$ cat src/rtl/bod_pkg.sv
// Shared types and constants for the byte offset delta decoder.
package bod_pkg;

  localparam int unsigned CountWidth = 27;
  localparam int unsigned ValueWidth = 32;

  // Escape codes of the byte offset stream
  localparam logic [7:0]  ESCAPE_BYTE = 8'h80;
  localparam logic [15:0] ESCAPE_WORD = 16'h8000;

  // One decoded result word
  typedef struct packed {
    logic                         pixel_valid;
    logic signed [ValueWidth-1:0] pixel_value;
    logic                         last_pixel;
    logic                         short_frame;
  } result_t;

endpackage

$ cat src/rtl/bod_if.sv
// Valid/ready channel interfaces for compressed bytes and decoded pixels.
interface bod_byte_if;
  logic       valid;
  logic       ready;
  logic [7:0] data_byte;
  logic       end_of_data;

  modport source (output valid, output data_byte, output end_of_data, input ready);
  modport sink (input valid, input data_byte, input end_of_data, output ready);
endinterface

interface bod_pixel_if;
  logic               valid;
  logic               ready;
  logic               pixel_valid;
  logic signed [31:0] pixel_value;
  logic               last_pixel;
  logic               short_frame;

  modport source (output valid, output pixel_valid, output pixel_value,
                  output last_pixel, output short_frame, input ready);
  modport sink (input valid, input pixel_valid, input pixel_value,
                input last_pixel, input short_frame, output ready);
endinterface

$ cat src/rtl/byte_offset_delta_decoder.sv
// Top level of the byte offset delta decoder.
// Usage:
//   byte_in carries one compressed byte per word, with end_of_data on the
//   final byte of a frame. pixel_out carries zero or one result word per
//   byte: a decoded pixel (running sum of deltas), with last_pixel on the
//   pixel that completes the frame, and/or short_frame when data ended early.
//   Escape bytes give no word; bytes after the frame is complete are dropped
//   until end of data, which always restarts the frame at value zero.
//   cfg_we/cfg_data write pixel_count (reset value 1); write only when idle.
// Timing:
//   One byte is accepted every cycle while byte_in.ready is high. The
//   decode is a single add and count compare between the frame state
//   registers and the output buffer, which registers each result word.
// Reset and stall:
//   rst (synchronous) clears the frame state and empties the output buffer.
//   When pixel_out stalls, one further word is held in a skid register;
//   byte_in.ready drops only while that skid register is occupied.
module byte_offset_delta_decoder (
  input  logic        clk,
  input  logic        rst,
  input  logic        cfg_we,
  input  logic [26:0] cfg_data,
  bod_byte_if.sink    byte_in,
  bod_pixel_if.source pixel_out
);
  import bod_pkg::*;

  logic [CountWidth-1:0] pixel_count;
  logic                  room;
  logic                  take;
  logic                  res_push;
  result_t               res;

  // Hold the frame size register
  always_ff @(posedge clk) begin
    if (rst) begin
      pixel_count <= CountWidth'(1);
    end else if (cfg_we) begin
      pixel_count <= cfg_data;
    end
  end

  assign byte_in.ready = room;
  assign take          = byte_in.valid && room;

  bod_decode u_decode (
    .clk         (clk),
    .rst         (rst),
    .take        (take),
    .data_byte   (byte_in.data_byte),
    .end_of_data (byte_in.end_of_data),
    .pixel_count (pixel_count),
    .res_push    (res_push),
    .res         (res)
  );

  bod_out_buf u_out_buf (
    .clk       (clk),
    .rst       (rst),
    .push      (res_push),
    .push_data (res),
    .room      (room),
    .pixel_out (pixel_out)
  );

endmodule

$ cat src/rtl/bod_decode.sv
// Escape decoding, running sum and frame pixel count.
module bod_decode (
  input  logic                                clk,
  input  logic                                rst,
  input  logic                                take,
  input  logic [7:0]                          data_byte,
  input  logic                                end_of_data,
  input  logic [bod_pkg::CountWidth-1:0]      pixel_count,
  output logic                                res_push,
  output bod_pkg::result_t                    res
);
  import bod_pkg::*;

  typedef enum logic [2:0] {
    PH_CODE = 3'd0,
    PH_W0   = 3'd1,
    PH_W1   = 3'd2,
    PH_L0   = 3'd3,
    PH_L1   = 3'd4,
    PH_L2   = 3'd5,
    PH_L3   = 3'd6
  } phase_t;

  phase_t                  phase, phase_next;
  logic [23:0]             assembly, assembly_next;
  logic [ValueWidth-1:0]   running;
  logic [CountWidth-1:0]   count;
  logic                    complete;

  logic                    dvalid;
  logic [ValueWidth-1:0]   delta;
  logic [15:0]             word;
  logic [ValueWidth-1:0]   sum;
  logic [CountWidth-1:0]   count_inc;
  logic                    hit;
  logic                    short_f;

  // Decode one byte against the escape phase
  always_comb begin
    dvalid        = 1'b0;
    delta         = '0;
    phase_next    = phase;
    assembly_next = assembly;
    word          = {data_byte, assembly[7:0]};
    if (!complete) begin
      unique case (phase)
        PH_CODE: begin
          if (data_byte == ESCAPE_BYTE) begin
            phase_next = PH_W0;
          end else begin
            delta  = {{(ValueWidth-8){data_byte[7]}}, data_byte};
            dvalid = 1'b1;
          end
        end
        PH_W0: begin
          assembly_next[7:0] = data_byte;
          phase_next         = PH_W1;
        end
        PH_W1: begin
          if (word == ESCAPE_WORD) begin
            phase_next = PH_L0;
          end else begin
            delta      = {{(ValueWidth-16){word[15]}}, word};
            dvalid     = 1'b1;
            phase_next = PH_CODE;
          end
        end
        PH_L0: begin
          assembly_next[7:0] = data_byte;
          phase_next         = PH_L1;
        end
        PH_L1: begin
          assembly_next[15:8] = data_byte;
          phase_next          = PH_L2;
        end
        PH_L2: begin
          assembly_next[23:16] = data_byte;
          phase_next           = PH_L3;
        end
        PH_L3: begin
          delta      = {data_byte, assembly};
          dvalid     = 1'b1;
          phase_next = PH_CODE;
        end
        default: phase_next = PH_CODE;
      endcase
    end
  end

  // Accumulate and test for the end of the frame
  assign sum       = running + delta;
  assign count_inc = count + 1'b1;
  assign hit       = dvalid && (count_inc == pixel_count);
  assign short_f   = end_of_data && !(complete || hit);

  assign res_push        = take && (dvalid || short_f);
  assign res.pixel_valid = dvalid;
  assign res.pixel_value = dvalid ? sum : '0;
  assign res.last_pixel  = hit;
  assign res.short_frame = short_f;

  // Hold frame state; end of data starts a fresh frame
  always_ff @(posedge clk) begin
    if (rst) begin
      phase    <= PH_CODE;
      running  <= '0;
      count    <= '0;
      complete <= 1'b0;
    end else if (take) begin
      if (end_of_data) begin
        phase    <= PH_CODE;
        running  <= '0;
        count    <= '0;
        complete <= 1'b0;
      end else begin
        phase <= phase_next;
        if (dvalid) begin
          running <= sum;
          count   <= count_inc;
        end
        if (hit) begin
          complete <= 1'b1;
        end
      end
    end
  end

  // Gathered escape bytes need no reset
  always_ff @(posedge clk) begin
    if (take) begin
      assembly <= assembly_next;
    end
  end

  a_last_has_pixel: assert property (@(posedge clk) disable iff (rst)
    (res_push && res.last_pixel) |-> res.pixel_valid)
    else $error("last pixel flagged without a pixel");

  a_eod_clears: assert property (@(posedge clk) disable iff (rst)
    (take && end_of_data) |=> (phase == PH_CODE && count == '0 && !complete))
    else $error("frame state not cleared after end of data");

  a_complete_quiet: assert property (@(posedge clk) disable iff (rst)
    complete |-> !dvalid)
    else $error("pixel decoded on a complete frame");

endmodule

$ cat src/rtl/bod_out_buf.sv
// Two-entry output register with skid stage for decoded result words.
module bod_out_buf (
  input  logic             clk,
  input  logic             rst,
  input  logic             push,
  input  bod_pkg::result_t push_data,
  output logic             room,
  bod_pixel_if.source      pixel_out
);
  import bod_pkg::*;

  logic    main_valid, skid_valid;
  result_t main, skid;
  logic    pop;

  assign pop  = main_valid && pixel_out.ready;
  assign room = !skid_valid;

  assign pixel_out.valid       = main_valid;
  assign pixel_out.pixel_valid = main.pixel_valid;
  assign pixel_out.pixel_value = main.pixel_value;
  assign pixel_out.last_pixel  = main.last_pixel;
  assign pixel_out.short_frame = main.short_frame;

  // Advance the skid word or a new word into the output register, or park a new word in the skid register
  always_ff @(posedge clk) begin
    if (rst) begin
      main_valid <= 1'b0;
      skid_valid <= 1'b0;
    end else if (!main_valid || pop) begin
      if (skid_valid) begin
        main_valid <= 1'b1;
        skid_valid <= 1'b0;
      end else begin
        main_valid <= push;
      end
    end else if (push) begin
      skid_valid <= 1'b1;
    end
  end

  // Payload registers
  always_ff @(posedge clk) begin
    if (!main_valid || pop) begin
      main <= skid_valid ? skid : push_data;
    end else if (push) begin
      skid <= push_data;
    end
  end

  a_skid_behind_main: assert property (@(posedge clk) disable iff (rst)
    skid_valid |-> main_valid)
    else $error("skid word held with empty output register");

  a_no_overrun: assert property (@(posedge clk) disable iff (rst)
    !(push && skid_valid))
    else $error("word pushed into a full buffer");

  a_skid_drains: assert property (@(posedge clk) disable iff (rst)
    (skid_valid && pop) |=> (main_valid && !skid_valid))
    else $error("skid word lost on drain");

endmodule
$ cat src/flat_wrapper.sv
// flat-port wrapper written by rule: the top's interface ports become plain ports
module byte_offset_delta_decoder_flat import bod_pkg::*;
  (clk, rst, cfg_we, cfg_data, byte_in_valid, byte_in_data_byte, byte_in_end_of_data, byte_in_ready, pixel_out_valid, pixel_out_pixel_valid, pixel_out_pixel_value, pixel_out_last_pixel, pixel_out_short_frame, pixel_out_ready);
  bod_byte_if byte_in_i ();
  bod_pixel_if pixel_out_i ();
  input  logic clk;
  input  logic rst;
  input  logic cfg_we;
  input  logic [26:0] cfg_data;
  input wire logic [$bits(byte_in_i.valid)-1:0] byte_in_valid;
  input wire logic [$bits(byte_in_i.data_byte)-1:0] byte_in_data_byte;
  input wire logic [$bits(byte_in_i.end_of_data)-1:0] byte_in_end_of_data;
  output wire logic [$bits(byte_in_i.ready)-1:0] byte_in_ready;
  output wire logic [$bits(pixel_out_i.valid)-1:0] pixel_out_valid;
  output wire logic [$bits(pixel_out_i.pixel_valid)-1:0] pixel_out_pixel_valid;
  output wire logic [$bits(pixel_out_i.pixel_value)-1:0] pixel_out_pixel_value;
  output wire logic [$bits(pixel_out_i.last_pixel)-1:0] pixel_out_last_pixel;
  output wire logic [$bits(pixel_out_i.short_frame)-1:0] pixel_out_short_frame;
  input wire logic [$bits(pixel_out_i.ready)-1:0] pixel_out_ready;
  assign byte_in_i.valid = byte_in_valid;
  assign byte_in_i.data_byte = byte_in_data_byte;
  assign byte_in_i.end_of_data = byte_in_end_of_data;
  assign byte_in_ready = byte_in_i.ready;
  assign pixel_out_valid = pixel_out_i.valid;
  assign pixel_out_pixel_valid = pixel_out_i.pixel_valid;
  assign pixel_out_pixel_value = pixel_out_i.pixel_value;
  assign pixel_out_last_pixel = pixel_out_i.last_pixel;
  assign pixel_out_short_frame = pixel_out_i.short_frame;
  assign pixel_out_i.ready = pixel_out_ready;
  byte_offset_delta_decoder u_core (.clk(clk), .rst(rst), .cfg_we(cfg_we), .cfg_data(cfg_data), .byte_in(byte_in_i), .pixel_out(pixel_out_i));
endmodule
$ cat config.mk
export PLATFORM = sky130hd
export DESIGN_NAME = byte_offset_delta_decoder_flat
export DESIGN_NICKNAME = d
export VERILOG_FILES = /design/src/rtl/bod_pkg.sv /design/src/rtl/bod_if.sv /design/src/rtl/byte_offset_delta_decoder.sv /design/src/rtl/bod_decode.sv /design/src/rtl/bod_out_buf.sv /design/src/flat_wrapper.sv
export SDC_FILE = /design/constraint.sdc
export NUM_CORES = 1
export LEC_CHECK = 0
export BUFFER_PORTS_ARGS = -buffer_cell sky130_fd_sc_hd__buf_2
export CAP_MARGIN = 15
export CELL_PAD_IN_SITES_DETAIL_PLACEMENT = 1
export CELL_PAD_IN_SITES_GLOBAL_PLACEMENT = 1
export CORE_MARGIN = 3
export CORE_UTILIZATION = 46
export CTS_CLUSTER_SIZE = 8
export DETAILED_ROUTE_END_ITERATION = 10
export MAX_ROUTING_LAYER = met4
export PLACE_DENSITY = 0.87
export SYNTH_ARGS = -nofsm -noshare
export SYNTH_HDL_FRONTEND = slang
export SYNTH_HIERARCHICAL = 1
export SYNTH_SLANG_ARGS = --single-unit
$ cat constraint.sdc
create_clock -name clk -period 6.4 [get_ports clk]
set_input_delay 0.64 -clock clk [delete_from_list [all_inputs] [get_ports clk]]
set_output_delay 0.64 -clock clk [all_outputs]
set_load 0.03 [all_outputs]
**Word level (Yosys, flattened, before mapping)**

Cells that the tools add are included.

- Register bits after elaboration: 186
- Latch bits: 0
- Memory bits (writable): 0
- Memory bits (read-only): 0
- Input bits: 41
- Output and inout bits: 37
- Word-level logic and storage cells: 78
- Memories: 0

- $add $sub $neg: 2
- Multiply operators: 0
- Div/mod/pow operators: 0
- Magnitude comparators: 0
- Equality and inequality tests: 11
- Shift operators: 0
- Muxes and demuxes: 22
- Bitwise logic cells: 2
- Reductions and logical operators: 23

Operator list:

| kind | number |
|---|---|
| 2-to-1 mux 32 bit | 6 |
| one-hot mux 32 bit (3 select lines) | 1 |
| 2-to-1 mux 27 bit | 2 |
| 2-to-1 mux 35 bit | 1 |
| adder 32 bit | 1 |
| adder 27 x 1 -> 27 bit (second input constant) | 1 |
| equality test 27 bit | 1 |
| one-hot mux 3 bit (6 select lines) | 1 |
| equality test 16 bit (second input constant) | 1 |
| AND reduction 3 bit | 4 |
| equality test 3 bit (second input constant) | 3 |
| 2-to-1 mux 3 bit | 3 |
| equality test 8 bit (second input constant) | 1 |
| equality test 3 x 2 -> 1 bit (second input constant) | 2 |
| 2-to-1 mux 1 bit | 6 |
| AND reduction 2 bit | 3 |
| logical AND 1 bit | 5 |
| nonzero test 2 bit | 2 |
| OR reduction 2 bit | 2 |
| equality test 3 x 1 -> 1 bit (second input constant) | 1 |
| zero test 1 bit | 3 |
| zero test 3 bit | 1 |
| logical OR 1 bit | 3 |
| inequality test 3 bit (second input constant) | 1 |
| other kinds (4) | 5 |

**Logic depth before layout (Yosys ltp)**

- Depth in word-level cells: 11
- Gate-level depth with buffers: 18
- Gate-level depth less buffers: 17

**By module**

The synthesis kept the hierarchy.

Modules (own cells, without submodules):

| module | instances | cells each | area each (µm²) | seq. area each (µm²) |
|---|---|---|---|---|
| bod_decode | 1 | 895 | 6849.1 | 1981.9 |
| bod_out_buf | 1 | 118 | 2743.9 | 2142.1 |
| byte_offset_delta_decoder | 1 | 88 | 985.9 | 540.5 |

**Worst setup path after synthesis**

No wires, ideal clock.

- Path type: input to register
- From: input byte_in_data_byte[4]
- To: register u_core.u_out_buf.main (netlist bit u_core/u_out_buf/pixel_out.pixel_value[25]), data pin
- Setup time: 0.260 ns
- Data arrival time: 4.412 ns
- Data required time: 6.140 ns
- Setup slack: 1.728 ns
- Stages: 16
- Buffers on the path: 1
- Cell sequence: nor4b_1 nand4_1 nor4bb_1 clkbuf_1 o21ai_1 a21oi_1 ha_1 a21oi_1 inv_1 o32a_1 a2111oi_0 nor3b_1 a41oi_1 xor2_1 nor2_1 mux2_4

RTL lines:

| element | line | text |
|---|---|---|
| from (decl) | flat_wrapper.sv:11 | `input wire logic [$bits(byte_in_i.data_byte)-1:0] byte_in_data_byte;` |
| to (signal assigned) | bod_out_buf.sv:45 | `main <= skid_valid ? skid : push_data;` |
| to (decl) | bod_out_buf.sv:13 | `result_t main, skid;` |

==> key figures <==
Timing
  • Worst Clk Skew: 10.2 ps
  • RSZ-0062 raised after global routing: false
  • Endpoints failing hold: 0
  • Slew Viols, Final: 0
  • Final TNS setup: 0 ps
  • Worst slew margin: 0.172
  • Final worst path period share: 0.826
  • Final setup viols: 0
  • FMAX: 189 MHz
  • Post-layout min period: 5290 ps
  • Worst-Margin Slew: 1240 ps

Logic synthesis
  • Yosys Warn Count: 6
  • Synth cell types: 72
  • Post-synth EDFFs: 94
  • Post-Syn Area per Cell: 9.61 um2
  • Largest area contributor in the netlist: edfxtp_1
  • Syn Std Cell Area: 10600 um2
  • Register area share after synthesis: 0.441
  • Post-Syn Nets: 1175
  • Area fraction of the dominant cell type after synthesis: 0.267
  • Cell count after synthesis: 1101
  • Synthesis-stage register bit count: 186
  • Async SR Flop Fraction: 0
  • Main synth FF type: edfxtp_1
  • Largest cells by area after synthesis: edfxtp_1, dfxtp_1, nor2_1

Global routing
  • Initial antenna violation count: 0
  • Largest net degree at the start of global routing: 68
  • First-pass GRT wire length: 48.3 mm
  • GRT overflow: 0
  • Total GRT Usage: 0.254
  • Vias in the first global route: 8889

Layout
  • Layout cells sized above 1: 0.151
  • Layout Utilization: 0.523
  • Final nets: 1207
  • Syn-to-layout area delta: 9.79%
  • # diodes: 0

Run status
  • Status: complete, no violations

Critical path
  • Crit Path Max Fanout: 16
  • Worst path cell trace: buf_2 > nor4_1 > nand4_1 > nor4bb_1 > buf_4 > o21ai_1 > buf_4 > a21oi_1 > ha_1 > a21oi_1 > inv_1 > o32a_1 > a2111oi_0 > buf_4 > nor3b_1 > a41oi_1 > xor2_1 > nor2_1 > mux2_4
  • Critical path startpoint category: input port
  • Slowest-stage cell, CP: a2111oi_0
  • R2R depth: 18
  • Setup CP Type: in -> reg
  • Most used cell, CP: buf_4
  • Critical path data arrival time: 5490 ps
  • CP max stage delay: 670 ps
  • FF-to-FF setup slack: 1260 ps
  • Reg2reg start: u_core/u_decode/assembly[0]
  • CP Capture Type: register
  • Critical path data required time: 6600 ps
  • Worst R2R End: u_core/u_out_buf/pixel_out.pixel_value[25]

Worst hold path
  • Hold path depth: 2
  • Hold Path End: u_core/pixel_count[0]
  • Hold Crit Class: in -> reg
  • Hold path start: cfg_data[0]

Route
  • Drt drc: 0
  • Vias per cell: 6.13
  • Initial DRT Pass Iterations: 5
  • Final ANT Viol Nets: 0
  • Routed wire length: 30.1 mm
  • Routed via count: 8736
  • Initial drt markers: 589
  • WL/cell: 21.1 um

Pwr
  • Sw frac: 0.302
  • NetSw: 0.000911 W
  • Pwr dens: 259 nW/um2
  • Internal power: 0.00210 W
  • Combinational power share: 0.186
  • Clk pwr share: 0.360
  • Leak: 4.53 nW
  • Flop pwr share: 0.455
  • VDD IR-drop max: 0.162 mV

Placed design
  • RD Place Congestion: 0.923
  • Count of input and output buffers: 77
  • Detail Placement HPWL: 20.9 mm

CTS
  • CTS tree: done
  • Clock tree buffer depth: 2
  • Clk root buf: clkbuf_16
  • # hold bufs at CTS: 0
  • PostCTS Resize Cnt: 0
  • Postcts setup bufs: 0
  • Clock transition at path regs: 80 ps
  • Sink Count: 186
  • Clock Latency Late Sink: 440 ps
  • CTS Buf Count: 17
  • H-tree levels: 4

Die
  • Die height: 158 um
  • DIE WIDTH: 158 um
  • Ports: 78
  • Core footprint: 22200 um2
  • Die area: 24900 um2
  • Row cnt: 54
  • Starting Density: 0.476

Job
  • Max-cap violations: 0
## flip-flops by register name, indices dropped and copies added, names as in the netlist
signal / count
u_core/pixel_count: 27
u_core/u_decode/assembly: 24
u_core/u_decode/complete: 1
u_core/u_decode/count: 27
u_core/u_decode/phase: 3
u_core/u_decode/running: 32
u_core/u_out_buf/pixel_out.last_pixel: 1
u_core/u_out_buf/pixel_out.pixel_valid: 1
u_core/u_out_buf/pixel_out.pixel_value: 32
u_core/u_out_buf/pixel_out.short_frame: 1
u_core/u_out_buf/pixel_out.valid: 1
u_core/u_out_buf/skid: 35
u_core/u_out_buf/skid_valid: 1
## metrics by stage
| step | cells | power (W) | hold WS [ps] | setup WS, ps | cell area (um2) |
|---|---|---|---|---|---|
| 6_report | 1426 | 0.00301 | 398 | 1110 | 11600 |
| 3_5_place_dp | 1394 | 0.00195 | 458 | 813 | 11000 |
| 2_1_floorplan | 1101 | 0.00179 | 436 | 1730 | 10600 |
| 3_3_place_gp | 1393 | 0.00193 | 444 | 842 | 11000 |
| 4_1_cts | 1426 | 0.00303 | 383 | 1220 | 11600 |
| 5_1_grt | 1426 | 0.00314 | 400 | 761 | 11600 |
## routing by layer
layer	GRT usage	wire length (um)	up-vias
met2	0.426	15000	257
met5	-	0	-
met1	0.316	13100	4324
met3	0.0336	1210	65
met4	0.0880	780	0
li1	-	-	4090
## worst max-delay path by stage
stage / start / end / slack, ps / cells past startpoint
4_1_cts: byte_in_data_byte[4] / u_core/u_out_buf/pixel_out.pixel_value[25] / 1220 / 19
5_1_grt: byte_in_data_byte[4] / u_core/u_out_buf/pixel_out.pixel_value[26] / 760 / 18
3_5_place_dp: byte_in_data_byte[4] / u_core/u_out_buf/pixel_out.pixel_value[25] / 810 / 19
3_3_place_gp: byte_in_data_byte[4] / u_core/u_out_buf/pixel_out.pixel_value[25] / 840 / 19
2_1_floorplan: byte_in_data_byte[4] / u_core/u_out_buf/pixel_out.pixel_value[25] / 1730 / 16
6_report: byte_in_data_byte[0] / u_core/u_out_buf/pixel_out.pixel_value[25] / 1110 / 19
## layout by cell type, fill, tap and decap left out, types with 7 or more instances in the layout
master     instances
o21ai_1           29
xnor2_1           34
a21o_1            19
nor3b_1            8
mux2_2             7
xor2_1            31
o211ai_1           9
a221oi_1           8
and3_1            13
nor4_1            12
nand3_1           24
nor2_1           138
inv_1             17
edfxtp_1          94
and2_1             8
nand3b_1          21
mux2_4            28
ha_1              32
nand2_1           65
clkbuf_16         17
dfxtp_1           91
a31oi_1            8
buf_4             12
o21ai_0           27
nor3_1            26
a211oi_1           7
or4_1              8
a21oi_1          101
mux2i_1           31
nand4_1           19
or3_1             14
a22oi_1           11
nor2b_1           11
buf_2             77
## synth_stat cells, types with 21 or more instances
master	number
nor2_1	139
mux2i_1	31
edfxtp_1	94
nand3_1	24
o21ai_1	29
nand2_1	65
nor3_1	26
dfxtp_1	92
nand3b_1	21
ha_1	32
mux2_4	28
a21oi_1	101
xnor2_1	34
o21ai_0	27
xor2_1	31
clkbuf_1	52
## cell families after synthesis
kind of cell / after synthesis / share of synthesized area
DFF: 186 / 0.441
adders and majority gates: 33 / 0.0397
xor gates and xnor gates: 65 / 0.0538
and+or+nand+nor: 398 / 0.194
muxes: 66 / 0.0765
AOI/OAI and AO/OA: 259 / 0.150
buffers and inverters: 94 / 0.0457
## worst max-delay path, delay by kind of cell
| family | cells | cell delay (ps) |
|---|---|---|
| multiplexers | 1 | 280 |
| adder cells (fa/ha/maj) | 1 | 390 |
| AND/OR/NAND/NOR | 5 | 1170 |
| buffers and inverters | 5 | 930 |
| XOR/XNOR | 1 | 190 |
| AO/OA/AOI/OAI | 6 | 1900 |
## area by class of cell
class | count | area, um2
Multi-Input combinational cell | 821 | 5460
Inverter | 18 | 67.6
Fill cell | 2516 | 10600
Sequential cell | 186 | 4670
Tap cell | 280 | 350
Clock buffer | 17 | 425
Clock inverter | 15 | 175
Timing Repair Buffer | 89 | 475
## power groups by stage
stage	clock network [W]	logic, W	registers, W
floorplan	0	0.000323	0.00147
finish	0.00108	0.000560	0.00137
global route	0.00115	0.000609	0.00138
detailed placement	0	0.000552	0.00140
global placement	0	0.000533	0.00139
CTS	0.00110	0.000559	0.00137
No activity file was read; power rests on OpenSTA's default activity.
